[src/hw/rtl/typea_anticollision_step_core_assert.svh]
// Assertion macros shared by the anticollision RTL.
// Needs nothing else; simulation-only bodies, empty when SYNTHESIS is set.
`ifndef TYPEA_ANTICOLLISION_STEP_CORE_ASSERT_SVH
`define TYPEA_ANTICOLLISION_STEP_CORE_ASSERT_SVH
`ifndef SYNTHESIS
// same-cycle implication
`define TAC_ASSERT_IMP(label, clk, rst_n, ante, cons) \
    label: assert property (@(posedge clk) disable iff (!rst_n) (ante) |-> (cons)) \
        else $error("anticollision assertion failed");
// next-cycle implication
`define TAC_ASSERT_NXT(label, clk, rst_n, ante, cons) \
    label: assert property (@(posedge clk) disable iff (!rst_n) (ante) |=> (cons)) \
        else $error("anticollision assertion failed");
`else
`define TAC_ASSERT_IMP(label, clk, rst_n, ante, cons)
`define TAC_ASSERT_NXT(label, clk, rst_n, ante, cons)
`endif
`endif

[src/hw/rtl/tac_pkg.sv]
// Types and constants for the type A anticollision step.
// No dependencies; used by tac_step and the top level.
package tac_pkg;

    typedef enum logic [1:0] {
        ST_NEXT = 2'd0,
        ST_DONE = 2'd1,
        ST_ERR  = 2'd2
    } t_status;

    localparam logic ACT_START = 1'b0;
    localparam logic ACT_REPLY = 1'b1;

    localparam logic [7:0] NVB_FIRST   = 8'h20;
    localparam logic [7:0] NVB_FULL    = 8'h58;
    localparam logic [2:0] LEN_FIRST   = 3'd2;
    localparam logic [7:0] SEL_CL1     = 8'h93;
    localparam logic [2:0] UID_BYTES   = 3'd5;
    localparam logic [3:0] LEN_TOTAL   = 4'd6;
    localparam logic [2:0] KNOWN_MAX   = 3'd4;

    typedef struct packed {
        logic        action;
        logic        timed_out;
        logic        collided;
        logic [4:0]  coll_pos;
        logic [39:0] rx_data;
        logic [5:0]  rx_bits;
    } t_step_in;

    typedef struct packed {
        t_status     status;
        logic [7:0]  cmd_nvb;
        logic [7:0]  cmd_framing;
        logic [2:0]  cmd_length;
        logic [31:0] cmd_uid;
        logic [39:0] uid_out;
    } t_result;

    typedef struct packed {
        logic [2:0]  known_bytes;
        logic [39:0] uid_acc;
        logic [39:0] partial_uid;
    } t_ctx;

endpackage

[src/hw/rtl/tac_step.sv]
// Combinational anticollision step: one word plus kept context in,
// one result and the next context out. Uses tac_pkg.
module tac_step
    import tac_pkg::*;
(
    input  t_step_in i_word,
    input  t_ctx     i_ctx,
    output t_result  o_res,
    output t_ctx     o_ctx
);

    logic [4:0]  pos_m1;
    logic [3:0]  k;
    logic [2:0]  col;
    logic [7:0]  mask;
    logic [2:0]  rlen;
    logic [2:0]  kb_m1;
    logic [39:0] rx_sh;
    logic [3:0]  len_sum;
    logic        len_ok;
    logic [39:0] uid_n;
    logic [39:0] part_n;
    logic [7:0]  rx_byte;
    logic [7:0]  chk;

    always_comb begin
        pos_m1  = i_word.coll_pos - 5'd1;
        k       = {1'b0, pos_m1[2:0]} + 4'd1;
        col     = (i_word.coll_pos == 5'd0) ? 3'd4 : ({1'b0, pos_m1[4:3]} + 3'd1);
        mask    = (i_word.coll_pos[2:0] == 3'd0) ? 8'hFF
                                                 : 8'((9'd1 << i_word.coll_pos[2:0]) - 9'd1);
        // short reply counts as one byte
        rlen    = (i_word.rx_bits > 6'd8) ? i_word.rx_bits[5:3] : 3'd1;
        kb_m1   = i_ctx.known_bytes - 3'd1;
        rx_sh   = i_word.rx_data << {kb_m1, 3'b000};
        len_sum = {1'b0, rlen} + {1'b0, i_ctx.known_bytes};
        len_ok  = (i_ctx.known_bytes <= UID_BYTES) && (len_sum == LEN_TOTAL);
        uid_n   = i_ctx.uid_acc;
        part_n  = i_ctx.partial_uid;
        rx_byte = '0;
        chk     = '0;

        o_ctx = i_ctx;
        o_res = '{status: ST_ERR, cmd_nvb: '0, cmd_framing: '0, cmd_length: '0,
                  cmd_uid: '0, uid_out: i_ctx.uid_acc};

        if (i_word.action == ACT_START) begin
            o_ctx = '0;
            o_res = '{status: ST_NEXT, cmd_nvb: NVB_FIRST, cmd_framing: '0,
                      cmd_length: LEN_FIRST, cmd_uid: '0, uid_out: '0};
        end else if (i_word.timed_out) begin
            o_res.status = ST_ERR;
        end else if (i_word.collided) begin
            // bytes below the collision come from the reply, last one masked
            for (int b = 0; b < 5; b++) begin
                rx_byte = i_word.rx_data[8*b +: 8];
                if (3'(b) + 3'd1 < col) begin
                    part_n[8*b +: 8] = rx_byte;
                end else if (3'(b) + 3'd1 == col) begin
                    part_n[8*b +: 8] = rx_byte & mask;
                end
                if (3'(b) < col) begin
                    uid_n[8*b +: 8] = uid_n[8*b +: 8] | part_n[8*b +: 8];
                end
            end
            o_ctx.known_bytes  = col;
            o_ctx.uid_acc      = uid_n;
            o_ctx.partial_uid  = part_n;
            o_res.status       = ST_NEXT;
            o_res.cmd_nvb      = (i_word.coll_pos == 5'd0) ? NVB_FULL
                                 : (NVB_FIRST + {2'b00, pos_m1[4:3], k});
            o_res.cmd_framing  = (i_word.coll_pos == 5'd0) ? 8'h00 : {k, k};
            o_res.cmd_length   = col + LEN_FIRST;
            o_res.uid_out      = uid_n;
            for (int b = 0; b < 4; b++) begin
                o_res.cmd_uid[8*b +: 8] = (3'(b) < col) ? uid_n[8*b +: 8] : 8'h00;
            end
        end else begin
            if (i_ctx.known_bytes == 3'd0) begin
                len_ok = (rlen == UID_BYTES);
                uid_n  = i_word.rx_data;
            end else begin
                // tail of the UID from the known byte onward
                for (int b = 0; b < 5; b++) begin
                    if (3'(b) >= kb_m1) begin
                        part_n[8*b +: 8] = rx_sh[8*b +: 8];
                        uid_n[8*b +: 8]  = uid_n[8*b +: 8] | rx_sh[8*b +: 8];
                    end
                end
            end
            if (len_ok) begin
                chk = uid_n[7:0] ^ uid_n[15:8] ^ uid_n[23:16] ^ uid_n[31:24];
                o_ctx.uid_acc     = uid_n;
                o_ctx.partial_uid = part_n;
                o_res.status      = (uid_n[39:32] == chk) ? ST_DONE : ST_ERR;
                o_res.uid_out     = uid_n;
            end
        end
    end

endmodule

[src/hw/rtl/typea_anticollision_step_core.sv]
// Top level of the type A bit-oriented anticollision step.
// Depends on tac_pkg, tac_step and typea_anticollision_step_core_assert.svh.

// Reader-side anticollision for one cascade level. A word with tuser 0
// starts a run and returns the first command (count byte 0x20, length 2);
// a word with tuser 1 is a card reply and returns either the next command
// (status 0), UID complete with good check byte (status 1) or error
// (status 2). Exactly one result word leaves per input word, in order.
// Flow: a word is held in the input register, then the step logic writes
// the result register and the kept UID context on the same edge, so the
// next word already sees the updated context; throughput is one word per
// clock while the result register is free or draining, and m_axis_tvalid
// rises when the word moves from the input register to the result register.
// The stage register and the result register let a new word enter while
// a result waits for m_axis_tready. The select code register is write-only
// state for the command sender and does not alter any result.
`include "typea_anticollision_step_core_assert.svh"

module typea_anticollision_step_core
    import tac_pkg::*;
(
    input  logic         i_clk,
    input  logic         i_rst_n,
    // config write channel: select code byte
    input  logic         i_cfg_valid,
    output logic         o_cfg_ready,
    input  logic [7:0]   i_cfg_data,
    // input stream
    input  logic         s_axis_tvalid,
    output logic         s_axis_tready,
    // tdata: timed_out[0], collided[1], coll_pos[6:2], rx_data[46:7],
    //        rx_bits[52:47], zero pad [55:53]
    input  logic [55:0]  s_axis_tdata,
    // tuser: action[0]
    input  logic         s_axis_tuser,
    // result stream
    output logic         m_axis_tvalid,
    input  logic         m_axis_tready,
    // tdata: cmd_nvb[7:0], cmd_framing[15:8], cmd_length[18:16],
    //        cmd_uid[50:19], uid_out[90:51], zero pad [95:91]
    output logic [95:0]  m_axis_tdata,
    // tuser: status[1:0]
    output logic [1:0]   m_axis_tuser
);

    logic      r_in_vld;
    t_step_in  r_in;
    logic      r_out_vld;
    t_result   r_out;
    t_ctx      r_ctx;
    logic [7:0] r_select_code;

    t_result   n_out;
    t_ctx      n_ctx;
    logic      advance;

    // stage moves when the result slot is free or draining
    assign advance       = r_in_vld && (!r_out_vld || m_axis_tready);
    assign s_axis_tready = !r_in_vld || advance;
    assign o_cfg_ready   = 1'b1;

    tac_step u_step (
        .i_word (r_in),
        .i_ctx  (r_ctx),
        .o_res  (n_out),
        .o_ctx  (n_ctx)
    );

    // control and context
    always_ff @(posedge i_clk) begin
        if (!i_rst_n) begin
            r_in_vld      <= 1'b0;
            r_out_vld     <= 1'b0;
            r_ctx         <= '0;
            r_select_code <= SEL_CL1;
        end else begin
            if (s_axis_tvalid && s_axis_tready) begin
                r_in_vld <= 1'b1;
            end else if (advance) begin
                r_in_vld <= 1'b0;
            end
            if (advance) begin
                r_out_vld <= 1'b1;
                r_ctx     <= n_ctx;
            end else if (m_axis_tready) begin
                r_out_vld <= 1'b0;
            end
            if (i_cfg_valid && o_cfg_ready) begin
                r_select_code <= i_cfg_data;
            end
        end
    end

    // payload
    always_ff @(posedge i_clk) begin
        if (s_axis_tvalid && s_axis_tready) begin
            r_in.action    <= s_axis_tuser;
            r_in.timed_out <= s_axis_tdata[0];
            r_in.collided  <= s_axis_tdata[1];
            r_in.coll_pos  <= s_axis_tdata[6:2];
            r_in.rx_data   <= s_axis_tdata[46:7];
            r_in.rx_bits   <= s_axis_tdata[52:47];
        end
        if (advance) begin
            r_out <= n_out;
        end
    end

    assign m_axis_tvalid = r_out_vld;
    assign m_axis_tuser  = r_out.status;
    assign m_axis_tdata  = {5'b0, r_out.uid_out, r_out.cmd_uid, r_out.cmd_length,
                            r_out.cmd_framing, r_out.cmd_nvb};

    // known byte count never runs past the four UID bytes
    `TAC_ASSERT_IMP(a_known_range, i_clk, i_rst_n, 1'b1, r_ctx.known_bytes <= KNOWN_MAX)
    // a start word clears the UID it reports and the kept UID
    `TAC_ASSERT_NXT(a_start_clears, i_clk, i_rst_n, advance && (r_in.action == ACT_START),
        (r_out.uid_out == 40'd0) && (r_ctx.uid_acc == 40'd0) && r_out_vld)
    // done and error results carry no command
    `TAC_ASSERT_IMP(a_final_no_cmd, i_clk, i_rst_n, r_out_vld && (r_out.status != ST_NEXT),
        (r_out.cmd_length == 3'd0) && (r_out.cmd_nvb == 8'd0))
    // a timeout leaves the kept context alone
    `TAC_ASSERT_NXT(a_timeout_hold, i_clk, i_rst_n,
        advance && (r_in.action == ACT_REPLY) && r_in.timed_out, $stable(r_ctx))
    // select code changes only on a config write
    `TAC_ASSERT_NXT(a_sel_hold, i_clk, i_rst_n, !(i_cfg_valid && o_cfg_ready),
        $stable(r_select_code))

endmodule

[config.mk]
export PLATFORM = sky130hd
export DESIGN_NAME = typea_anticollision_step_core
export DESIGN_NICKNAME = d
export VERILOG_FILES = /design/src/hw/rtl/tac_pkg.sv /design/src/hw/rtl/tac_step.sv /design/src/hw/rtl/typea_anticollision_step_core.sv
export VERILOG_INCLUDE_DIRS = /design/src /design/src/hw/rtl
export SDC_FILE = /design/constraint.sdc
export NUM_CORES = 1
export LEC_CHECK = 0
export BUFFER_PORTS_ARGS = -buffer_cell sky130_fd_sc_hd__buf_2
export CAP_MARGIN = 0
export CORE_ASPECT_RATIO = 1.2
export CORE_MARGIN = 1
export CORE_UTILIZATION = 50
export CTS_CLUSTER_DIAMETER = 200
export DETAILED_ROUTE_END_ITERATION = 6
export GPL_TIMING_DRIVEN = 1
export PLACE_DENSITY = 0.73
export REMOVE_ABC_BUFFERS = 1
export SKIP_CTS_REPAIR_TIMING = 1
export SLEW_MARGIN = 20
export SYNTH_ARGS = -nofsm -noshare
export SYNTH_HDL_FRONTEND = slang
export SYNTH_SLANG_ARGS = --single-unit
[constraint.sdc]
create_clock -name i_clk -period 4.5 [get_ports i_clk]
set_clock_uncertainty 0.1 [all_clocks]
set_input_delay 0.9 -clock i_clk [delete_from_list [all_inputs] [get_ports i_clk]]
set_output_delay 0.9 -clock i_clk [all_outputs]
set_load 0.005 [all_outputs]
Word level (Yosys, flattened, before mapping) --
Index checks and enable logic that the tools add are counted.
Cells by class: add/subtract/negate cells 8, divide/modulo/power cells 0, bitwise operators 25, reduce and logical (&&, ||, !) cells 26, multipliers 0, shift operators 2, equal/unequal tests 17, muxes and demuxes 75, order comparisons 13
Operators with widths (number):
- 8-bit 2-to-1 mux | 46
- 40-bit 2-to-1 mux | 7
- 83-bit 2-to-1 mux | 2
- 80-bit 2-to-1 mux | 2
- 89-bit 2-to-1 mux | 1
- 8-bit bitwise OR | 10
- 49-bit 2-to-1 mux | 1
- 8-bit bitwise AND | 5
- 40-bit by 6-bit left shift with 40-bit output | 1
- 5-bit AND reduction | 5
- 4-bit OR reduction | 6
- 8-bit bitwise XOR | 3
- 3-bit by 2-bit inequality test with 1-bit output, second input constant | 6
- 3-bit 2-to-1 mux | 3
- 8-bit equality test | 1
- 1-bit 2-to-1 mux | 8
- 2-bit 2-to-1 mux | 4
- 1-bit by 3-bit left shift with 8-bit output, first input constant | 1
- 8-bit by 1-bit subtractor with 8-bit output, second input constant | 1
- 6-bit by 6-bit adder with 7-bit output, first input constant | 1
- 7-bit 2-to-1 mux | 1
- 1-bit NOT | 7
- 2-bit by 3-bit equality test with 1-bit output, first input constant | 2
- 3-bit equality test, first input constant | 2
- 27 further kinds | 40
Word-level totals: flip-flop bits (word level) 232, output and inout bits 101, bits of input ports 70, logic and storage cells 194, RAM bits 0, bits in read-only memories 0, bits in latches 0, memories kept 0

Logic depth before layout (Yosys ltp) --
depth after elaboration 16, gate-level depth with buffers 18, gate-level depth less buffers 16

Cells and area by module --
A second synthesis with hierarchy kept.
Second synthesis, totals: cell total of the unflattened synthesis 1464, area, all modules 13893.3 µm²
By module, submodules not included:
- typea_anticollision_step_core | times used 1, sequential area each 6115.9 µm², area each 7882.6 µm², cells each 525
- tac_step | times used 1, sequential area each 0.0 µm², area each 6010.8 µm², cells each 939

Worst setup path after synthesis --
Ideal clock, no wire load.
path type in2reg, start point input port m_axis_tready, end point register r_ctx[8] in the netlist's numbering, cell stages on the path 9, setup time 131 ps, slack 7 ps, data required time 4269 ps, buffers on the path 1, arrival time 4262 ps, cells stage by stage nor2b_1 > nand2b_1 > inv_1 > o21ai_0 > nor2_1 > nand2_1 > clkbuf_1 > a221oi_1 > nor3_1
Between the ends: cells in the longest elaborated chain, start to end 3
Ends and longest elaborated chain:
- from (decl) | RTL line typea_anticollision_step_core.sv:38 | input logic m_axis_tready,
- 1-bit logical OR | RTL line typea_anticollision_step_core.sv:58 | assign advance = r_in_vld && (!r_out_vld || m_axis_tready);
- 1-bit logical AND | RTL line typea_anticollision_step_core.sv:58
- via advance | RTL line typea_anticollision_step_core.sv:55 | logic advance;
- 5-bit AND reduction (no line)
- to (signal assigned) | RTL line typea_anticollision_step_core.sv:84 | r_ctx <= n_ctx;
- to (decl) | RTL line typea_anticollision_step_core.sv:50 | t_ctx r_ctx;
The timed path passes the listed nets, and every way through them passes these cells. A chain may end at the register's enable or synchronous reset.

Worst setup path in the final report --
start point register r_ctx[80] in the netlist's numbering, end point register r_out (netlist bit m_axis_tuser[1]) (data pin)
Between the ends: cells in the longest elaborated chain, start to end 16, elaborated cells between the ends (all ways) 38, those cells by class add/sub: 2; order compare: 6; eq/ne: 2; shift: 1; mux: 17; bitwise: 8; reduce/logical: 2
Ends and longest elaborated chain:
- 3-bit by 1-bit subtractor with 3-bit output | RTL line tac_step.sv:34 | kb_m1 = i_ctx.known_bytes - 3'd1;
- 40-bit by 6-bit left shift with 40-bit output | RTL line tac_step.sv:35 | rx_sh = i_word.rx_data << {kb_m1, 3'b000};
- 8-bit bitwise OR | RTL line tac_step.sv:87 | uid_n[8*b +: 8] = uid_n[8*b +: 8] | rx_sh[8*b +: 8];
- 8-bit 2-to-1 mux | RTL line tac_step.sv:85 | if (3'(b) >= kb_m1) begin
- 40-bit 2-to-1 mux | RTL line tac_step.sv:79 | if (i_ctx.known_bytes == 3'd0) begin
- 40-bit 2-to-1 mux | RTL line tac_step.sv:53 | end else if (i_word.collided) begin
- 40-bit 2-to-1 mux | RTL line tac_step.sv:51 | end else if (i_word.timed_out) begin
- 40-bit 2-to-1 mux | RTL line tac_step.sv:47 | if (i_word.action == ACT_START) begin
- 8-bit bitwise XOR (3 in a row) | RTL line tac_step.sv:92 | chk = uid_n[7:0] ^ uid_n[15:8] ^ uid_n[23:16] ^ uid_n[31:24];
- 8-bit equality test | RTL line tac_step.sv:95 | o_res.status = (uid_n[39:32] == chk) ? ST_DONE : ST_ERR;
- 2-bit 2-to-1 mux | RTL line tac_step.sv:95
- 2-bit 2-to-1 mux (*) | RTL line tac_step.sv:91 | if (len_ok) begin
- 2-bit 2-to-1 mux (*) | RTL line tac_step.sv:53
- 2-bit 2-to-1 mux (*) | RTL line tac_step.sv:51
- to (signal assigned) | RTL line typea_anticollision_step_core.sv:105 | r_out <= n_out;
- to (decl) | RTL line typea_anticollision_step_core.sv:49 | t_result r_out;
Every way passes the cells marked *; elsewhere a longest branch is shown, timed or not. The select of a mux whose other input is x is not followed.

==> results.sh <==
export IMPL_drt_iter0_drc=1410
export IMPL_cp_top_family="simple AND/OR/NAND/NOR gates"
export IMPL_path_max_fanout=39
export IMPL_power_density_nw_per_um2=358.5
export IMPL_setup_violations=0
export IMPL_placedCellCount=1760
export IMPL_drive_gt1_frac=0.2024
export IMPL_ys_top_cells_by_area="edfxtp_1 (33%), dfxtp_1 (12%), a21oi_1 (5.3%)"
export IMPL_die_height_um=175.0
export IMPL_place_area_sq_um=13610
export IMPL_ys_seq_area_frac=0.4512
export IMPL_ys_ff_latch=213
export IMPL_grt_pass1_wl_um=64730
export IMPL_ioPinCount=171
export IMPL_synth_most_common_cell="nor2_1"
export IMPL_finalNetCount=1553
export IMPL_hold_violations=0
export IMPL_initial_utilization=0.5151
export IMPL_synth_async_reset_ratio=0
export IMPL_drtAntennaViolNets=0
export IMPL_die_w_um=146.1
export IMPL_ctsRootBufferMaster="clkbuf_16"
export IMPL_synth_cell_types=82
export IMPL_status="completed"
export IMPL_yosysTopAreaCellShare=0.3276
export IMPL_hp_class="reg -> reg"
export IMPL_cp_common_cell="xnor2_1"
export IMPL_area_growth_syn_to_layout_pct=15.51
export IMPL_syn_inst=1339
export IMPL_core_area_sq_um=24200
export IMPL_ir_drop_mv=0.3348
export IMPL_synth_area_per_cell_sq_um=9.311
export IMPL_synth_yosys_warnings=0
export IMPL_drc=0
export IMPL_worstMarginPinSlew_ns=1.088
export IMPL_place_congestion=1.014
export IMPL_yosysTopAreaCell="edfxtp_1"
export IMPL_dieArea_sq_um=25570
export IMPL_crit_slowest_cell="dfxtp_1"
export IMPL_fmaxAchievable_ghz=0.2410
export IMPL_slew_violations=0
export IMPL_period_share=0.9219
export IMPL_clockBufferDepth=3
export IMPL_netlist_area_sq_um=12470
export IMPL_final_cell_count_no_fill=1802
export IMPL_globalRoute_totalOverflow=0
export IMPL_hpwl_um=30580
export IMPL_wl_per_cell_um=23.91
export IMPL_design_area_sq_um=14400
export IMPL_cts_sinks=213
export IMPL_synth_common_cells="nor2_1 (165), edfxtp_1 (136), a21oi_1 (131)"
export IMPL_ys_flop_type="edfxtp_1"
export IMPL_p_leak_nw=5.421
export IMPL_grt_pass1_vias=10740
export IMPL_critPathBufInv=2
export IMPL_worstSetupPathType="reg -> reg"
export IMPL_h_tree_depth=1
export IMPL_diodes=0
export IMPL_cp_start_kind="register"
export IMPL_setup_tns_ns=0
export IMPL_synth_edf_count=136
export IMPL_clock_latency_ns=0.54
export IMPL_worst_ep_arrival_time_ns=4.31
export IMPL_rsz0062_at_grt="false"
export IMPL_worst_setup_path_end_kind="register"
export IMPL_viasPerCell=6.445
export IMPL_period_minus_slack_ns=4.149
export IMPL_grt_start_max_net_pins=62
export IMPL_maxSlewHeadroom=0.2719
export IMPL_totalWireLength_um=43080
export IMPL_firstDrtPassIters=5
export IMPL_vias=11610
export IMPL_worstPathRequired_ns=4.66
export IMPL_cts_clk_slew_worst_paths_ns=0.07
export IMPL_max_stage_delay_ns=0.65
export IMPL_antenna_found_initial=0
export IMPL_fillCellCount=2102
export IMPL_cp_cell_sequence="clkinv_1 > ha_1 > buf_12 > and2_1 > nor3_1 > or2_2 > o31ai_2 > xnor2_1 > xnor2_1 > nand4_1 > o31a_1"
export IMPL_cts_tree="done"
export IMPL_num_rows=62
export IMPL_grtUsageTotal=0.3351
export IMPL_cts_buffers=23
export IMPL_portBuffers=148
export IMPL_cap_violations=0
metal layers:
metal  wire, um  global-route usage  vias up  part of all wire
met4       2827              0.1927        0             0.066
met1      16370              0.4356     5492              0.38
met3       4738             0.06867      167              0.11
met5          0                   0        -                 0
li1           -                   -     5232                 -
met2      19150              0.5194      722              0.44
flip-flops by register name (all words and copies together), names as in the netlist:
| name | count |
|---|---|
| m_axis_tdata | 83 |
| r_ctx | 75 |
| r_in_vld | 1 |
| m_axis_tvalid | 1 |
| m_axis_tuser | 2 |
| r_in | 51 |
tightest hold or removal path: stages, from the launching register on:
cell,delay (ns)
dfxtp_1,0.31
nand2_1,0.05
a21oi_1,0.05
cells in the final DEF, fill, tap and decap left out, drive strengths merged, types with 7 or more instances in the layout:
cell	n
buf	212
nor2	166
edfxtp	136
a21oi	132
nand2	106
o21ai	81
dfxtp	77
inv	38
mux2i	37
a22oi	36
a211oi	30
nor3	29
clkbuf	29
nand3	27
o22ai	23
xnor2	22
a22o	20
mux2	18
ha	17
and2	17
a31oi	14
o211ai	14
a221oi	14
a21o	13
nor2b	13
clkinv	10
o2bb2ai	9
o221a	9
o221ai	9
o21bai	8
o31ai	8
nand2b	7
a32o	7
nor3b	7
conb	7
final timing paths:
path	from	to	slack, ns	depth (start not counted)
worst max register to register	r_ctx[80]$_SDFFE_PN0P_	m_axis_tuser[1]$_SDFFCE_PN0P_	0.35	11
worst min-delay path	r_ctx[36]$_SDFFE_PN0P_	r_ctx[36]$_SDFFE_PN0P_	0.36	2
worst max-delay path	r_ctx[80]$_SDFFE_PN0P_	m_axis_tuser[1]$_SDFFCE_PN0P_	0.35	11
worst min register to register	r_ctx[36]$_SDFFE_PN0P_	r_ctx[36]$_SDFFE_PN0P_	0.36	2
stage by stage:
step	hold WS (ns)	utilization	total power [mW]	worst slack [ns]
after floorplan	0.3324	-	2.812	-1.081
after global placement	0.3410	0.5625	3.163	0.5299
after detailed placement	0.3455	0.5625	3.176	0.4542
after CTS	0.3545	0.5950	5.149	0.4435
after global routing	0.3948	0.5950	5.316	0.1485
final	0.3615	0.5950	5.163	0.3515
final cells by class:
cell class              instances  area, sq um  area share
clock buffers                  29        618.1     0.04292
clock inverters                13        167.7     0.01164
flip-flops and latches        213         5625      0.3907
well taps                     320        400.4     0.02780
inverters                      39        147.6     0.01025
repair buffers                212         1246     0.08654
multi-input cells             976         6195      0.4302
cells by family after synthesis:
group	count (synthesis)	synth area share
buffers and inverters	155	0.05430
AO/OA/AOI/OAI	469	0.2550
XOR/XNOR	28	0.02248
adder cells (fa/ha/maj)	18	0.01867
multiplexers	61	0.05680
AND/OR/NAND/NOR	393	0.1409
flip-flops	213	0.4512
other	2	0.0006024
where the power goes:
part	internal, mW	leakage (nW)	switching (mW)	total (mW)
clock	1.20	0.386	0.793	1.99
combinational	0.332	3.12	0.564	0.896
sequential	2.18	1.91	0.0922	2.27
total	3.71	5.42	1.45	5.16
No activity file was read; power rests on OpenSTA's default activity.
